--- src/hdl/entity_id_allocator_unit_assert.svh ---
// ----------------------------------------------------------------------------
// Assertion macros for the identifier allocator
// Both macros sample on clk_i and are disabled while rst_ni is low.
// ----------------------------------------------------------------------------
`ifndef ENTITY_ID_ALLOCATOR_UNIT_ASSERT_SVH
`define ENTITY_ID_ALLOCATOR_UNIT_ASSERT_SVH

// Same-cycle implication
`define EIDA_ASSERT_IMP(lbl, ante, cons, msg) \
  lbl: assert property (@(posedge clk_i) disable iff (!rst_ni) (ante) |-> (cons)) \
    else $error(msg);

// Next-cycle implication
`define EIDA_ASSERT_NXT(lbl, ante, cons, msg) \
  lbl: assert property (@(posedge clk_i) disable iff (!rst_ni) (ante) |=> (cons)) \
    else $error(msg);

`endif

--- src/hdl/eida_pkg.sv ---
// ----------------------------------------------------------------------------
// eida_pkg
// Shared command, status and handshake types of the identifier allocator.
// ----------------------------------------------------------------------------
package eida_pkg;

  // Fixed field widths of the stream payloads
  localparam int IdFieldW = 10;
  localparam int CmdW     = 3;
  localparam int StatW    = 3;
  localparam int InDataW  = 16;
  localparam int OutDataW = 24;

  typedef enum logic [CmdW-1:0] {
    CMD_CREATE    = 3'd0,
    CMD_CREATE_AT = 3'd1,
    CMD_DESTROY   = 3'd2,
    CMD_CHECK     = 3'd3,
    CMD_CLEAR     = 3'd4
  } cmd_e;

  typedef enum logic [StatW-1:0] {
    ST_OK        = 3'd0,
    ST_EXHAUSTED = 3'd1,
    ST_RANGE     = 3'd2,
    ST_IGNORED   = 3'd3,
    ST_QFULL     = 3'd4
  } status_e;

  // Controller to datapath commands
  typedef struct packed {
    logic accept;
    logic exec;
    logic scan;
    logic sweep;
    logic load_out;
  } ctrl_cmd_t;

  // Datapath to controller status
  typedef struct packed {
    logic scan_need;
    logic scan_done;
    logic sweep_done;
    logic is_clear;
    logic out_free;
  } dp_stat_t;

endpackage

--- src/hdl/eida_ctrl.sv ---
// ----------------------------------------------------------------------------
// eida_ctrl
// Sequencer of the allocator: bitmap sweep, command fetch, execute, free
// queue walk and result hand-off.
// ----------------------------------------------------------------------------
module eida_ctrl (
  input  logic                 clk_i,
  input  logic                 rst_ni,
  input  logic                 in_valid_i,
  output logic                 in_ready_o,
  input  eida_pkg::dp_stat_t   stat_i,
  output eida_pkg::ctrl_cmd_t  cmd_o
);

  typedef enum logic [4:0] {
    S_SWEEP = 5'b00001,
    S_IDLE  = 5'b00010,
    S_EXEC  = 5'b00100,
    S_SCAN  = 5'b01000,
    S_DONE  = 5'b10000
  } state_e;

  state_e state_q, state_d;

  // Next state and commands
  always_comb begin
    state_d    = state_q;
    cmd_o      = '0;
    in_ready_o = 1'b0;
    case (state_q)
      S_SWEEP: begin
        cmd_o.sweep = 1'b1;
        if (stat_i.sweep_done) begin
          state_d = S_IDLE;
        end
      end
      S_IDLE: begin
        in_ready_o   = 1'b1;
        cmd_o.accept = in_valid_i;
        if (in_valid_i) begin
          state_d = S_EXEC;
        end
      end
      S_EXEC: begin
        cmd_o.exec = 1'b1;
        state_d    = stat_i.scan_need ? S_SCAN : S_DONE;
      end
      S_SCAN: begin
        cmd_o.scan = 1'b1;
        if (stat_i.scan_done) begin
          state_d = S_DONE;
        end
      end
      S_DONE: begin
        if (stat_i.out_free) begin
          cmd_o.load_out = 1'b1;
          state_d        = stat_i.is_clear ? S_SWEEP : S_IDLE;
        end
      end
      default: begin
        state_d = S_SWEEP;
      end
    endcase
  end

  // State register; reset starts with a bitmap sweep
  always_ff @(posedge clk_i or negedge rst_ni) begin
    if (!rst_ni) begin
      state_q <= S_SWEEP;
    end else begin
      state_q <= state_d;
    end
  end

endmodule

--- config.mk ---
export PLATFORM = sky130hd
export DESIGN_NAME = eida_ctrl
export DESIGN_NICKNAME = d
export VERILOG_FILES = /design/src/hdl/entity_id_allocator_unit_assert.svh /design/src/hdl/eida_pkg.sv /design/src/hdl/eida_ctrl.sv
export SDC_FILE = /design/constraint.sdc
export NUM_CORES = 1
export LEC_CHECK = 0
export BUFFER_PORTS_ARGS = -buffer_cell sky130_fd_sc_hd__clkbuf_2
export CAP_MARGIN = 5
export CORE_AREA = 3 3 40 42
export CTS_BUF_LIST = sky130_fd_sc_hd__clkbuf_16
export CTS_CLUSTER_SIZE = 28
export DETAILED_ROUTE_END_ITERATION = 16
export DIE_AREA = 0 0 43 45
export PLACE_DENSITY = 0.5
export SLEW_MARGIN = 15
export SYNTH_ARGS = -nofsm -noshare
export SYNTH_HDL_FRONTEND = slang
export SYNTH_SLANG_ARGS = --single-unit
--- constraint.sdc ---
create_clock -name clk_i -period 1.73 [get_ports clk_i]
set_clock_uncertainty 0.1 [all_clocks]
set_input_delay 0.346 -clock clk_i [delete_from_list [all_inputs] [get_ports clk_i]]
set_output_delay 0.346 -clock clk_i [all_outputs]
set_load 0.05 [all_outputs]
==> results by group <==
Status
  – Status: finished with violations
  – Failing checks: setup timing

Detailed routing
  – Initial DRC count: 1
  – Routed WL: 1070 um
  – Via-to-Cell Ratio: 4.79
  – Post-route DRC: 0
  – Wirelength per Cell: 11.8 um
  – Antenna Violating Nets Remaining: 0
  – Via count: 436
  – First-pass DRT Iterations: 4

Job
  – Max-cap violation count: 0

Yosys
  – Yosys warning count: 0
  – Synthesized area: 417 sq um
  – Sequential area share after synthesis: 0.303
  – Syn Nets: 54
  – Synth Flop Type: dfrtp_1
  – Fraction of registers with async set/reset: 1.00
  – Synth unique cells: 29
  – Synthesis-stage register bit count: 5
  – Syn_area_per_cell: 9.06 sq um
  – EDFF count, synth: 0
  – Synth Instances: 46

Global route
  – Largest net degree at the start of global routing: 12
  – First-pass GRT wire length: 1670 um
  – All-Layer GR Usage: 0.120
  – Aggregate global routing overflow: 0
  – Initial antenna violation count: 0
  – Vias in the first global route: 398

Min path
  – Hold Path Class: in -> reg
  – Hold Path Origin: in_valid_i

Finish
  – Final std cells w/o fill: 91
  – Storage element area: 128 sq um
  – Most flops, register: state_q
  – Nets: 85
  – Largest regs: state_q (5)
  – Commonest non-fill, non-tap cells in the layout: 14 x buf_4, 7 x clkbuf_2
  – Area Growth Syn to Fin: 93.4%
  – Share of layout cells above drive strength 1: 0.645
  – Largest register FFs: 5
  – Combined area of the multi-input logic cells: 309 sq um
  – Design Area, Final: 806 sq um
  – Commonest non-fill, non-tap cell in the layout: buf_4
  – Ant. Diodes: 0
  – Fill cells: 99

Die
  – Vert. Die Dim: 45 um
  – FP Rows: 13
  – I/O Pins: 14
  – Core ar.: 1280 sq um
  – Die area: 1940 sq um
  – Initial Util: 0.324
  – Die width: 43 um

CTS
  – CTS tree: built
  – Max Root-Sink Buffers: 2
  – Inserted Clock Buffers: 3
  – H-Tree Depth: 1
  – Worst-Skew Late Latency: 0.23 ns
  – Clk sinks: 5
  – CTS clk-pin slew, worst paths: 0.03 ns
  – Root buf cell: clkbuf_16

Place
  – # placed instances: 77
  – Port Buffers: 13
  – Post-DP Area: 599 sq um
  – Gp weighted congestion: 0.701
  – Detail Placement HPWL: 738 um

Timing
  – Fin worst setup slack: -0.155 ns
  – Max Clock Freq: 531 MHz
  – Period Utilization, post-route: 1.09
  – RSZ-0062 raised after global routing: yes
  – Least-Margin Pin Slew: 0.258 ns
  – Final Slew Violations: 0
  – Post-layout min period: 1.88 ns
  – Count of final setup violators: 4
  – Slew margin rel.: 0.827
  – Final Hold Vio Count: 0

Worst setup path
  – CP Capture Type: primary output
  – Setup CP Type: reg -> out
  – Crit path max fanout: 4
  – Startpoint types: flip-flop
  – Reg-to-Reg Start: state_q[4]
  – Worst Setup SP: state_q[1]
  – WP data arrival: 1.44 ns
  – Critical path required time: 1.28 ns

Power
  – Leakage: 0.361 nW
  – Switch Pwr: 451 uW
  – Seq pwr share: 0.149
  – Peak VDD IR: 1.03 mV
  – Clock share of power: 0.291
  – Combinational share of power: 0.560
  – Cell Pwr Density: 1580 nW/um^2
  – Sw frac: 0.353
  – Pint: 826 uW
==> kinds of logic (layout without fill, tap and decap cells) <==
kind of cell | after synthesis | after routing | share of synthesized area
buffers and inverters | 6 | 36 | 0.0841
AO/OA/AOI/OAI | 11 | 11 | 0.216
AND/OR/NAND/NOR | 24 | 24 | 0.396
flip-flops | 5 | 5 | 0.303
==> cell usage after synthesis, types with 2 or more instances <==
cell type	instances	share of area
and2_1	2	0.030
or2b_2	2	0.042
a21oi_1	3	0.036
dfrtp_1	4	0.24
or3b_2	2	0.042
inv_1	3	0.027
o31ai_1	2	0.036
nor2_1	5	0.045
nor3b_1	3	0.054
==> power groups by stage <==
stage	Combinational [mW]	Sequential [mW]	Clock, mW
after detailed placement	0.502	0.197	0
after floorplan	0.377	0.189	0
after CTS	0.646	0.187	0.381
final	0.715	0.190	0.372
after global placement	0.503	0.195	0
after global routing	0.757	0.195	0.391
==> worst max-delay path, stage by stage (launching register included) <==
cell	delay (ns)
dfrtp_1	0.40
or3_4	0.42
nor3b_4	0.24
buf_12	0.16
==> metal layers <==
layer  share of wire  GRT usage
met1            0.46      0.150
met2            0.49      0.174
met3           0.053     0.0359
met4               0     0.0904
met5               0          0
==> final cells by class <==
cell class	count	share of cell area
multi-input combinational	35	0.384
timing repair buffer	29	0.318
sequential	5	0.158
clock buffer	3	0.0932
tap	15	0.0233
inverter	3	0.0186
clock inverter	1	0.00466
==> stage by stage <==
stage	power, mW	hold WS, ns	util	setup slack [ns]	setup TNS (ns)
detailed placement	0.699	0.0664	0.466	0.0122	0
global placement	0.698	0.0650	0.466	0.0291	0
CTS	1.21	0.229	0.604	-0.148	-0.497
global route	1.34	0.231	0.627	-0.189	-0.634
floorplan	0.566	-0.0496	-	-0.0840	-0.168
finish	1.28	0.228	0.627	-0.155	-0.439
==> final timing paths <==
check / end / slack [ns] / cells past startpoint
min: state_q[1] / 0.23 / 2
max: cmd_o[3] / -0.15 / 3
max reg2reg: state_q[0] / 0.06 / 6
max in group asynchronous: state_q[0] / 0.95 / 2
min in group asynchronous: state_q[2] / 0.37 / 2
min reg2reg: state_q[1] / 0.62 / 4
==> what timing repair did <==
action                     in CTS  in global routing
buffers inserted                7                  2
cloned                          0                  0
hold endpoints to repair        4                  0
setup endpoints to repair       6                  7
pin swaps                       1                  4
gates resized for setup         9                  7
hold buffers                    1                  0
No activity file was read; power rests on OpenSTA's default activity.
